`src/sv/mnp_pkg.sv`:
```
// Shared types and MIDI status constants for the note message parser.
package mnp_pkg;

   // Status byte codes and masks
   localparam logic [7:0] STATUS_SYSEX_START = 8'hF0;
   localparam logic [7:0] STATUS_SYSEX_END   = 8'hF7;
   localparam logic [7:0] STATUS_MTC_QF      = 8'hF1;
   localparam logic [7:0] STATUS_SONG_POS    = 8'hF2;
   localparam logic [7:0] STATUS_SONG_SEL    = 8'hF3;
   localparam logic [3:0] HI_NOTE_OFF        = 4'h8;
   localparam logic [3:0] HI_NOTE_ON         = 4'h9;
   localparam logic [3:0] HI_PROG_CHANGE     = 4'hC;
   localparam logic [3:0] HI_CHAN_PRESSURE   = 4'hD;
   localparam logic [3:0] HI_SYSTEM          = 4'hF;
   localparam logic [7:0] CHANNEL_MASK       = 8'h0F;

   // One wire byte with its packet marker
   typedef struct packed {
      logic [7:0] midi_byte;
      logic       packet_start;
   } req_type;

   // One decoded note message
   typedef struct packed {
      logic [3:0] note_channel;
      logic [6:0] note_pitch;
      logic [6:0] note_velocity;
      logic       note_off;
   } note_type;

endpackage

```
`src/sv/mnp_if.sv`:
```
// Request and response channel interfaces of the note message parser.
interface mnp_req_if;
   logic       valid;
   logic       ready;
   logic [7:0] midi_byte;
   logic       packet_start;

   modport source (output valid, output midi_byte, output packet_start, input ready);
   modport sink   (input valid, input midi_byte, input packet_start, output ready);
endinterface

interface mnp_rsp_if;
   logic       valid;
   logic       ready;
   logic [3:0] note_channel;
   logic [6:0] note_pitch;
   logic [6:0] note_velocity;
   logic       note_off;

   modport source (output valid, output note_channel, output note_pitch,
                   output note_velocity, output note_off, input ready);
   modport sink   (input valid, input note_channel, input note_pitch,
                   input note_velocity, input note_off, output ready);
endinterface

```
`src/sv/mnp_in_stage.sv`:
```
// Input register: holds one accepted request until the parser consumes it.
module mnp_in_stage
   import mnp_pkg::*;
(
   input  logic    clock,
   input  logic    reset,
   input  logic    req_valid,
   output logic    req_ready,
   input  req_type req_data,
   input  logic    advance,
   output logic    hold_valid,
   output req_type hold_data
);

   logic    valid_ff, valid_in;
   req_type data_ff;

   // Accept when empty or when the held request moves on this cycle
   assign req_ready = !valid_ff || advance;
   assign valid_in  = (req_valid && req_ready) || (valid_ff && !advance);

   always_ff @(posedge clock) begin
      if (reset) begin
         valid_ff <= 1'b0;
      end else begin
         valid_ff <= valid_in;
      end
   end

   // Load payload on accept
   always_ff @(posedge clock) begin
      if (req_valid && req_ready) begin
         data_ff <= req_data;
      end
   end

   assign hold_valid = valid_ff;
   assign hold_data  = data_ff;

endmodule

```
`src/sv/mnp_core.sv`:
```
// Parser state and per-byte decode with running status handling.
module mnp_core
   import mnp_pkg::*;
(
   input  logic     clock,
   input  logic     reset,
   input  logic     advance,
   input  req_type  req_data,
   output logic     emit,
   output note_type note
);

   localparam logic [1:0] PH_IDLE    = 2'd0;
   localparam logic [1:0] PH_COLLECT = 2'd1;
   localparam logic [1:0] PH_SKIP    = 2'd2;
   localparam logic [1:0] PH_DROP    = 2'd3;

   logic [7:0] rs_ff, rs_in;
   logic [1:0] phase_ff, phase_in;
   logic       expl_ff, expl_in;
   logic [1:0] cnt_ff, cnt_in;
   logic [6:0] first_ff, first_in;
   logic [1:0] skip_ff, skip_in;

   logic [7:0] b;
   logic       do_start;
   logic       do_data;
   logic       need_one;
   logic [2:0] seen;

   assign b = req_data.midi_byte;

   // Decode one byte into next state and an optional note
   always_comb begin
      rs_in    = rs_ff;
      phase_in = phase_ff;
      expl_in  = expl_ff;
      cnt_in   = cnt_ff;
      first_in = first_ff;
      skip_in  = skip_ff;
      do_start = 1'b0;
      do_data  = 1'b0;
      need_one = 1'b0;
      seen     = 3'd0;
      emit     = 1'b0;
      note     = '0;

      // Packet start discards everything
      if (req_data.packet_start) begin
         rs_in    = 8'd0;
         phase_in = PH_IDLE;
         expl_in  = 1'b0;
         cnt_in   = 2'd0;
         first_in = 7'd0;
         skip_in  = 2'd0;
      end

      case (phase_in)
         PH_DROP: begin
         end
         PH_SKIP: begin
            if (skip_in != 2'd0) begin
               skip_in = skip_in - 2'd1;
            end
            if (skip_in == 2'd0) begin
               phase_in = PH_IDLE;
            end
         end
         PH_COLLECT: begin
            if (!b[7]) begin
               do_data = 1'b1;
            end else begin
               rs_in = 8'd0;
               seen  = {2'b00, expl_in} + {1'b0, cnt_in};
               if (seen == 3'd1) begin
                  do_start = 1'b1;
               end else begin
                  phase_in = PH_DROP;
                  expl_in  = 1'b0;
                  cnt_in   = 2'd0;
               end
            end
         end
         default: begin
            do_start = 1'b1;
         end
      endcase

      // Message start: data under running status, channel status or system byte
      if (do_start) begin
         expl_in = 1'b0;
         cnt_in  = 2'd0;
         if (!b[7]) begin
            if (!rs_in[7] || rs_in[7:4] == HI_SYSTEM) begin
               phase_in = PH_DROP;
            end else begin
               phase_in = PH_COLLECT;
               do_data  = 1'b1;
            end
         end else if (b[7:4] != HI_SYSTEM) begin
            rs_in    = b;
            expl_in  = 1'b1;
            phase_in = PH_COLLECT;
         end else if (b == STATUS_SYSEX_START || b == STATUS_SYSEX_END) begin
            phase_in = PH_DROP;
         end else if (b == STATUS_MTC_QF || b == STATUS_SONG_SEL) begin
            skip_in  = 2'd1;
            phase_in = PH_SKIP;
         end else if (b == STATUS_SONG_POS) begin
            skip_in  = 2'd2;
            phase_in = PH_SKIP;
         end else begin
            phase_in = PH_IDLE;
         end
      end

      // Collect a data byte, finish the message when complete
      if (do_data) begin
         need_one = (rs_in[7:4] == HI_PROG_CHANGE) || (rs_in[7:4] == HI_CHAN_PRESSURE);
         if (need_one || cnt_in != 2'd0) begin
            phase_in = PH_IDLE;
            expl_in  = 1'b0;
            cnt_in   = 2'd0;
            note.note_channel  = rs_in[3:0] & CHANNEL_MASK[3:0];
            note.note_pitch    = need_one ? b[6:0] : first_ff;
            note.note_velocity = need_one ? 7'd0 : b[6:0];
            note.note_off      = (rs_in[7:4] == HI_NOTE_OFF) || (note.note_velocity == 7'd0);
            emit = (rs_in[7:4] == HI_NOTE_OFF) || (rs_in[7:4] == HI_NOTE_ON);
         end else begin
            first_in = b[6:0];
            cnt_in   = 2'd1;
         end
      end
   end

   // Update state when a byte moves through
   always_ff @(posedge clock) begin
      if (reset) begin
         rs_ff    <= 8'd0;
         phase_ff <= PH_IDLE;
         expl_ff  <= 1'b0;
         cnt_ff   <= 2'd0;
         first_ff <= 7'd0;
         skip_ff  <= 2'd0;
      end else if (advance) begin
         rs_ff    <= rs_in;
         phase_ff <= phase_in;
         expl_ff  <= expl_in;
         cnt_ff   <= cnt_in;
         first_ff <= first_in;
         skip_ff  <= skip_in;
      end
   end

`ifndef SYNTH
   // Collecting always runs under a channel status
   a_collect_status: assert property (@(posedge clock) disable iff (reset)
      phase_ff == PH_COLLECT |-> (rs_ff[7] && rs_ff[7:4] != HI_SYSTEM))
      else $error("collecting without channel status");

   // Skipping always has bytes left to skip
   a_skip_left: assert property (@(posedge clock) disable iff (reset)
      phase_ff == PH_SKIP |-> skip_ff != 2'd0)
      else $error("skip phase with nothing to skip");

   // Message bookkeeping is clear outside collection
   a_count_clear: assert property (@(posedge clock) disable iff (reset)
      phase_ff != PH_COLLECT |-> (cnt_ff == 2'd0 && !expl_ff))
      else $error("stale message count outside collection");

   // A note leaves only from a collected message
   a_emit_src: assert property (@(posedge clock) disable iff (reset)
      (advance && emit && !req_data.packet_start) |->
         (phase_ff == PH_COLLECT || phase_ff == PH_IDLE))
      else $error("note emitted from skip or drop");
`endif

endmodule

```
`src/sv/mnp_out_stage.sv`:
```
// Result register: holds one note until the response side takes it.
module mnp_out_stage
   import mnp_pkg::*;
(
   input  logic     clock,
   input  logic     reset,
   input  logic     load,
   input  note_type load_data,
   output logic     space,
   output logic     rsp_valid,
   input  logic     rsp_ready,
   output note_type rsp_data
);

   logic     valid_ff, valid_in;
   note_type data_ff;

   // Free when empty or being drained this cycle
   assign space    = !valid_ff || rsp_ready;
   assign valid_in = load || (valid_ff && !rsp_ready);

   always_ff @(posedge clock) begin
      if (reset) begin
         valid_ff <= 1'b0;
      end else begin
         valid_ff <= valid_in;
      end
   end

   always_ff @(posedge clock) begin
      if (load) begin
         data_ff <= load_data;
      end
   end

   assign rsp_valid = valid_ff;
   assign rsp_data  = data_ff;

endmodule

```
`src/sv/midi_note_message_parser.sv`:
```
// Path: input register, core decode, result register, response port.
// One byte per cycle unless stalled; the input register frees as the result slot drains.
// A stalled response side holds the result register and then the input register.
// Reset (synchronous, active high) empties both registers and clears running status.
// After reset the parser is idle with no running status; no clearing pass is needed.
// Top level of the MIDI note message parser.
module midi_note_message_parser
   import mnp_pkg::*;
(
   input  logic      clock,
   input  logic      reset,
   mnp_req_if.sink   req_ch,
   mnp_rsp_if.source rsp_ch
);

   req_type  req_data;
   req_type  hold_data;
   logic     hold_valid;
   logic     advance;
   logic     space;
   logic     emit;
   note_type note;
   note_type out_data;

   assign req_data.midi_byte    = req_ch.midi_byte;
   assign req_data.packet_start = req_ch.packet_start;

   // Move the held byte through the parser when the result slot is free
   assign advance = hold_valid && space;

   mnp_in_stage u_in (
      .clock      (clock),
      .reset      (reset),
      .req_valid  (req_ch.valid),
      .req_ready  (req_ch.ready),
      .req_data   (req_data),
      .advance    (advance),
      .hold_valid (hold_valid),
      .hold_data  (hold_data)
   );

   mnp_core u_core (
      .clock    (clock),
      .reset    (reset),
      .advance  (advance),
      .req_data (hold_data),
      .emit     (emit),
      .note     (note)
   );

   mnp_out_stage u_out (
      .clock     (clock),
      .reset     (reset),
      .load      (advance && emit),
      .load_data (note),
      .space     (space),
      .rsp_valid (rsp_ch.valid),
      .rsp_ready (rsp_ch.ready),
      .rsp_data  (out_data)
   );

   assign rsp_ch.note_channel  = out_data.note_channel;
   assign rsp_ch.note_pitch    = out_data.note_pitch;
   assign rsp_ch.note_velocity = out_data.note_velocity;
   assign rsp_ch.note_off      = out_data.note_off;

endmodule

```
`src/flat_wrapper.sv`:
```
// flat-port wrapper written by rule: the top's interface ports become plain ports
module midi_note_message_parser_flat import mnp_pkg::*;
  (clock, reset, req_ch_valid, req_ch_midi_byte, req_ch_packet_start, req_ch_ready, rsp_ch_valid, rsp_ch_note_channel, rsp_ch_note_pitch, rsp_ch_note_velocity, rsp_ch_note_off, rsp_ch_ready);
  mnp_req_if req_ch_i ();
  mnp_rsp_if rsp_ch_i ();
  input  logic clock;
  input  logic reset;
  input wire logic [$bits(req_ch_i.valid)-1:0] req_ch_valid;
  input wire logic [$bits(req_ch_i.midi_byte)-1:0] req_ch_midi_byte;
  input wire logic [$bits(req_ch_i.packet_start)-1:0] req_ch_packet_start;
  output wire logic [$bits(req_ch_i.ready)-1:0] req_ch_ready;
  output wire logic [$bits(rsp_ch_i.valid)-1:0] rsp_ch_valid;
  output wire logic [$bits(rsp_ch_i.note_channel)-1:0] rsp_ch_note_channel;
  output wire logic [$bits(rsp_ch_i.note_pitch)-1:0] rsp_ch_note_pitch;
  output wire logic [$bits(rsp_ch_i.note_velocity)-1:0] rsp_ch_note_velocity;
  output wire logic [$bits(rsp_ch_i.note_off)-1:0] rsp_ch_note_off;
  input wire logic [$bits(rsp_ch_i.ready)-1:0] rsp_ch_ready;
  assign req_ch_i.valid = req_ch_valid;
  assign req_ch_i.midi_byte = req_ch_midi_byte;
  assign req_ch_i.packet_start = req_ch_packet_start;
  assign req_ch_ready = req_ch_i.ready;
  assign rsp_ch_valid = rsp_ch_i.valid;
  assign rsp_ch_note_channel = rsp_ch_i.note_channel;
  assign rsp_ch_note_pitch = rsp_ch_i.note_pitch;
  assign rsp_ch_note_velocity = rsp_ch_i.note_velocity;
  assign rsp_ch_note_off = rsp_ch_i.note_off;
  assign rsp_ch_i.ready = rsp_ch_ready;
  midi_note_message_parser u_core (.clock(clock), .reset(reset), .req_ch(req_ch_i), .rsp_ch(rsp_ch_i));
endmodule
```
`config.mk`:
```
export PLATFORM = sky130hd
export DESIGN_NAME = midi_note_message_parser_flat
export DESIGN_NICKNAME = d
export VERILOG_FILES = /design/src/sv/mnp_pkg.sv /design/src/sv/mnp_if.sv /design/src/sv/mnp_in_stage.sv /design/src/sv/mnp_core.sv /design/src/sv/mnp_out_stage.sv /design/src/sv/midi_note_message_parser.sv /design/src/flat_wrapper.sv
export SDC_FILE = /design/constraint.sdc
export NUM_CORES = 1
export LEC_CHECK = 0
export ABC_AREA = 1
export BUFFER_PORTS_ARGS = -buffer_cell sky130_fd_sc_hd__buf_2
export CELL_PAD_IN_SITES_DETAIL_PLACEMENT = 0
export CELL_PAD_IN_SITES_GLOBAL_PLACEMENT = 1
export CORE_UTILIZATION = 39
export CTS_BUF_LIST = sky130_fd_sc_hd__clkbuf_8
export CTS_CLUSTER_DIAMETER = 150
export DETAILED_ROUTE_END_ITERATION = 6
export GPL_TIMING_DRIVEN = 0
export PLACE_DENSITY = 0.7
export SLEW_MARGIN = 20
export SYNTH_ARGS = -nofsm -noshare
export SYNTH_HDL_FRONTEND = slang
export SYNTH_HIERARCHICAL = 1
export SYNTH_SLANG_ARGS = --single-unit
```
`constraint.sdc`:
```
create_clock -name clock -period 10.9 [get_ports clock]
set_clock_uncertainty 0.15 [all_clocks]
set_input_delay 1.09 -clock clock [delete_from_list [all_inputs] [get_ports clock]]
set_output_delay 1.09 -clock clock [all_outputs]
set_load 0.005 [all_outputs]
```
==> impl_metrics.ini, run 1 <==
[finish]
drive_gt1_frac = 0.212
n_antenna_cell = 0
area_growth_pct = 13.2
fin_nets = 369
final_cell_mix = nand2_1 (57), inv_1 (43), buf_2 (35)
final_util = 0.464
layout_commonest_cell = nand2_1

[yosys]
ys_ff_latch = 52
syn_avg_cell_area_um2 = 8.49
synth_seq_area_share = 0.499
netlist_instances = 312
synth_top_area_cell = edfxtp_1
synth_top_cell_area_share = 0.318
yosysWarningCount = 6
ys_top_cells_by_area = edfxtp_1 (32%), dfxtp_1 (18%), nand2_1 (8.1%), inv_1 (6.1%), a21oi_1 (4.3%)
synth_edf_count = 28
synthArstFlopShare = 0
syn_area_um2 = 2650
synth_ff_type = edfxtp_1
yosysUniqueCellTypes = 34
synth_fp_nets = 329

[power_and_ir_drop]
power.density_nw_per_um2 = 126
p_leak_nw = 1.28
peakVddDrop_uv = 78.2

[hold_path]
hold_end = u_core/u_core/cnt_ff[0]
worstHoldPathType = reg -> reg
hold_depth = 2
min_from = u_core/u_core/cnt_ff[0]

[clock_tree]
post-cts-setup-buffers = 0
path_clk_slew_ns = 0.10
numCtsBuffers = 5
cts_tree = yes
post_cts_resized = 0
max-clock-path-buffers = 2
cts-root-buf = clkbuf_8
cts_sinks = 52
htreeDepth = 2
ctsHoldBuffers = 0
worst_skew_pair.late_latency_ns = 0.31

[place]
gp_congestion = 0.833
portBuffers = 33
hpwl_mm = 4.59

[sta]
maxSlewViolCount = 0
worst_slew_pin_slew_ns = 1.01
finalSetupViolations = 0
fmax_ghz = 0.236
hold_viol_final = 0
rsz0062_at_grt = no
finalCritPeriodShare = 0.389
slew_headroom = 0.329
tns_ns = 0
min_period_ns = 4.24

[floorplanning]
die_area_um2 = 7120
ios = 34
initial_core_util = 0.410
die_w_um = 84.4
die_h_um = 84.4
core_um2 = 6460
core.rowCount = 29

[worst_setup_path]
cp_max_fo = 20
end_kind = flop
reg2reg_slack_ns = 6.66
rr_endpoint = u_core/u_out/rsp_data[9]
worstPathArrival_ns = 4.03
rr_worst_depth = 20
timing.rr.start = u_core/u_in/hold_data[0]
start_kind = flop
criticalPathCategory = reg -> reg
critical_path_required_ns = 10.69

[route]
drtPass1Iterations = 7
routed_via_density = 5.10
ant_nets = 0
vias = 2192
drc_errors = 4
wirelength_mm = 6.31
drt_first_iter_violations = 95
wl_per_cell_um = 14.7

[global_routing]
gr-total-overflow = 0
grt_pass1_wl_mm = 10.1
antenna_found_initial = 0
grt_max_degree = 21
grt_pass1_vias = 2056
grtUsageTotal = 0.188

[run]
cap_violations = 0

[outcome]
outcome = finished with violations
failed_checks = design-rule violations
state kept, by name, summed over array words and instances, names as in the netlist:
signal and flops:
u_core/u_out/rsp_data 19, u_core/u_out/rsp_valid 1, u_core/u_core/skip_ff 2, u_core/u_core/expl_ff 1
u_core/u_core/rs_ff 8, u_core/u_in/hold_valid 1, u_core/u_core/first_ff 7, u_core/u_core/phase_ff 2
u_core/u_core/cnt_ff 2, u_core/u_in/hold_data 9
kinds of logic after synthesis:
kind of cell | after synthesis | share of synthesized area
buffers and inverters | 62 | 0.0978
flip-flops | 52 | 0.499
AO/OA/AOI/OAI | 56 | 0.142
AND/OR/NAND/NOR | 138 | 0.242
adder cells (fa/ha/maj) | 4 | 0.0189
synthesized netlist by cell type, drive strengths merged, types with 6 or more instances:
| cell | count |
|---|---|
| nand2 | 64 |
| inv | 47 |
| edfxtp | 28 |
| nor2 | 28 |
| a21oi | 26 |
| dfxtp | 24 |
| nand3 | 21 |
| nor3 | 13 |
| o21ai | 11 |
| nand4 | 9 |
| buf | 8 |
| a211oi | 7 |
| clkbuf | 6 |
| o211ai | 6 |
per-layer routing:
metal	track usage	wire length, um	up-vias
li1	-	-	1121
met1	0.236	2840	1012
met2	0.323	3110	55
met3	0.0462	326	4
met4	0.0508	44	0
met5	0	0	-
worst max-delay path, cell delays in order, from the launching register on:
cell and delay, ns:
edfxtp_1 0.46, inv_2 0.11, buf_2 0.23, nand2_1 0.11, inv_1 0.07, ha_1 0.14, ha_1 0.22, inv_1 0.07
nand3_1 0.10, nand2_2 0.10, nand2_1 0.10, nand2_1 0.08, nand2_1 0.08, nor2_2 0.17, nand2_4 0.14, nand2_2 0.10
nand2_4 0.08, buf_6 0.16, nor4_1 0.32, inv_1 0.10, nor2_2 0.79
final cells by class:
| cell class | count | area (um2) |
|---|---|---|
| multi-input cells | 198 | 1070 |
| flip-flops and latches | 52 | 1320 |
| well taps | 77 | 96.3 |
| fillers | 672 | 3460 |
| clock inverters | 3 | 18.8 |
| clock buffers | 5 | 68.8 |
| plain buffers | 14 | 77.6 |
| repair buffers | 33 | 165 |
| inverters | 48 | 181 |
power breakdown:
| part | switching, mW | internal (mW) | total (mW) |
|---|---|---|---|
| Sequential | 0.00483 | 0.212 | 0.217 |
| Clock | 0.0655 | 0.0447 | 0.110 |
| Combinational | 0.0349 | 0.0160 | 0.0509 |
stage by stage:
stage	power [mW]	setup slack, ns	instance area [um2]	std cells	hold slack, ns
floorplan	0.257	7.43	2650	312	0.295
global placement	0.272	6.62	2910	422	0.307
detailed placement	0.272	6.61	2910	422	0.309
CTS	0.383	6.59	3000	430	0.325
global route	0.398	6.20	3000	430	0.363
finish	0.378	6.66	3000	430	0.325
how the worst max path moves through the flow:
stage / start / endpoint / slack, ns / depth (start not counted)
detailed placement: u_core/u_in/hold_data[0] / u_core/u_out/rsp_data[12] / 6.61 / 20
finish: u_core/u_in/hold_data[0] / u_core/u_out/rsp_data[9] / 6.66 / 20
floorplan: u_core/u_in/hold_data[0] / u_core/u_out/rsp_data[0] / 7.43 / 18
CTS: u_core/u_in/hold_data[0] / u_core/u_out/rsp_data[16] / 6.59 / 20
global route: u_core/u_in/hold_data[0] / u_core/u_out/rsp_valid / 6.20 / 22
global placement: u_core/u_in/hold_data[0] / u_core/u_out/rsp_data[10] / 6.62 / 21
Note: power is estimated with default switching activity, not from simulation.
==> inputs of run 2 (changes only) <==
--- a/config.mk
+++ b/config.mk
@@ -14,7 +14,7 @@
 export CTS_CLUSTER_DIAMETER = 150
 export DETAILED_ROUTE_END_ITERATION = 6
 export GPL_TIMING_DRIVEN = 0
-export PLACE_DENSITY = 0.7
+export PLACE_DENSITY = 0.72
 export SLEW_MARGIN = 20
 export SYNTH_ARGS = -nofsm -noshare
 export SYNTH_HDL_FRONTEND = slang
==> constraint.sdc (replaced) <==
create_clock -name clock -period 3.5 [get_ports clock]
set_clock_uncertainty 0.15 [all_clocks]
set_input_delay 0.35 -clock clock [delete_from_list [all_inputs] [get_ports clock]]
set_output_delay 0.35 -clock clock [all_outputs]
set_load 0.005 [all_outputs]
==> impl_metrics.ini, run 2 (synthesis results as in run 1) <==
[global_routing]
antenna_found_initial = 0
grt_max_degree = 16
grt_pass1_vias = 2119
gr-total-overflow = 0
grtUsageTotal = 0.188
grt_pass1_wl_mm = 10.3

[outcome]
outcome = finished with violations
failed_checks = design-rule violations

[worst_setup_path]
end_kind = flop
criticalPathCategory = reg -> reg
critPathMaxStageDelay_ns = 0.36
crit_top_cell = buf_6
timing.rr.start = u_core/u_in/hold_data[0]
worstPathArrival_ns = 3.15
crit_start = u_core/u_in/hold_data[0]
cp_max_fo = 10
path_cells = inv_2 > buf_6 > nand2_1 > inv_1 > ha_1 > ha_1 > inv_1 > nand3_1 > nand2_2 > buf_6 > nor3_1 > nor2_2 > nand2_2 > nand2_4 > buf_6 > nor4_4 > inv_2 > nor2_4 > buf_4
worst_path_max_delay_cell = edfxtp_1
start_kind = flop
critical_path_required_ns = 3.38

[finish]
fin_nets = 382
fin_area_um2 = 3180
drive_gt1_frac = 0.251
layout_commonest_cell = nand2_1
n_antenna_cell = 0
largest_register_ffs = 19
area_growth_pct = 20.1
final_cell_mix = nand2_1 (56), inv_1 (43), buf_2 (34)

[sta]
rsz0062_at_grt = no
maxSlewViolCount = 0
worst_slew_pin_slew_ns = 0.748
slew_headroom = 0.501
fmax_ghz = 0.306
min_period_ns = 3.27
hold_viol_final = 0
finalCritPeriodShare = 0.933
tns_ns = 0
finalSetupViolations = 0

[run]
cap_violations = 0

[hold_path]
min_from = req_ch_midi_byte[1]
worstHoldPathType = in -> reg

[route]
drtPass1Iterations = 6
routed_via_density = 5.06
vias = 2241
drt_first_iter_violations = 119
drc_errors = 2
ant_nets = 0
wirelength_mm = 6.42
wl_per_cell_um = 14.5

[floorplanning]
initial_core_util = 0.410
ios = 34
core.rowCount = 29
core_um2 = 6460
die_w_um = 84.4
die_h_um = 84.4
die_area_um2 = 7120

[power_and_ir_drop]
power.density_nw_per_um2 = 395
peakVddDrop_uv = 263
p_leak_nw = 1.36

[place]
portBuffers = 33
dpl-instance-area_um2 = 2910
hpwl_mm = 4.58
gp_congestion = 0.822

[clock_tree]
cts-root-buf = clkbuf_8
htreeDepth = 2
cts_tree = yes
max-clock-path-buffers = 2
path_clk_slew_ns = 0.09
cts_sinks = 52
worst_skew_pair.late_latency_ns = 0.30
numCtsBuffers = 5
==> run 2: stage by stage <==
step / power, mW / setup slack (ns) / hold WS [ns] / utilization / cells
floorplan: 0.802 / 0.0266 / 0.262 / - / 312
global placement: 0.846 / -0.675 / 0.306 / 0.450 / 422
detailed placement: 0.848 / -0.672 / 0.314 / 0.450 / 422
CTS: 1.25 / 0.00352 / 0.0533 / 0.477 / 435
global route: 1.32 / 0.00120 / 0.0427 / 0.492 / 443
finish: 1.26 / 0.234 / 0.0647 / 0.492 / 443
==> run 2: critical path, delay by kind of cell, from the launching register on <==
kind                       cells  cell delay (ns)
buffers and inverters          8             0.85
adders and majority gates      2             0.46
and+or+nand+nor                9             1.16
DFF                            1             0.36
==> run 2: repair_timing <==
item,4_1_cts,5_1_grt
cloned,1,0
resized for setup,3,10
buffers inserted,4,8
hold buffers,0,0
endpoints found under the setup margin,20,20
pin swaps,2,2
==> run 2: final timing paths <==
| kind | endpoint | slack [ns] | cells past startpoint |
|---|---|---|---|
| max | u_core/u_out/rsp_data[16] | 0.23 | 19 |
| min | u_core/u_in/hold_data[2] | 0.06 | 1 |
| max reg2reg | u_core/u_out/rsp_data[16] | 0.23 | 19 |
| min reg2reg | u_core/u_core/expl_ff | 0.33 | 2 |
==> run 2: layout make-up <==
type / instances / area (um2)
inverter: 48 / 181
multi-input combinational: 199 / 1110
sequential: 52 / 1320
clock inverter: 3 / 38.8
tap: 77 / 96.3
clock buffer: 5 / 68.8
fill: 649 / 3280
buffer: 14 / 87.6
timing repair buffer: 45 / 272
==> run 2: where the power goes <==
group / total, mW / switching, mW / internal (mW)
Combinational: 0.177 / 0.117 / 0.0604
Sequential: 0.676 / 0.0149 / 0.661
Clock: 0.403 / 0.193 / 0.210
==> run 2: metal layers <==
metal,part of all wire,GRT usage,vias to the layer above
met5,0,0,-
met4,0.012,0.0524,0
met3,0.031,0.0334,8
met2,0.48,0.320,43
met1,0.47,0.248,1038
li1,-,-,1152
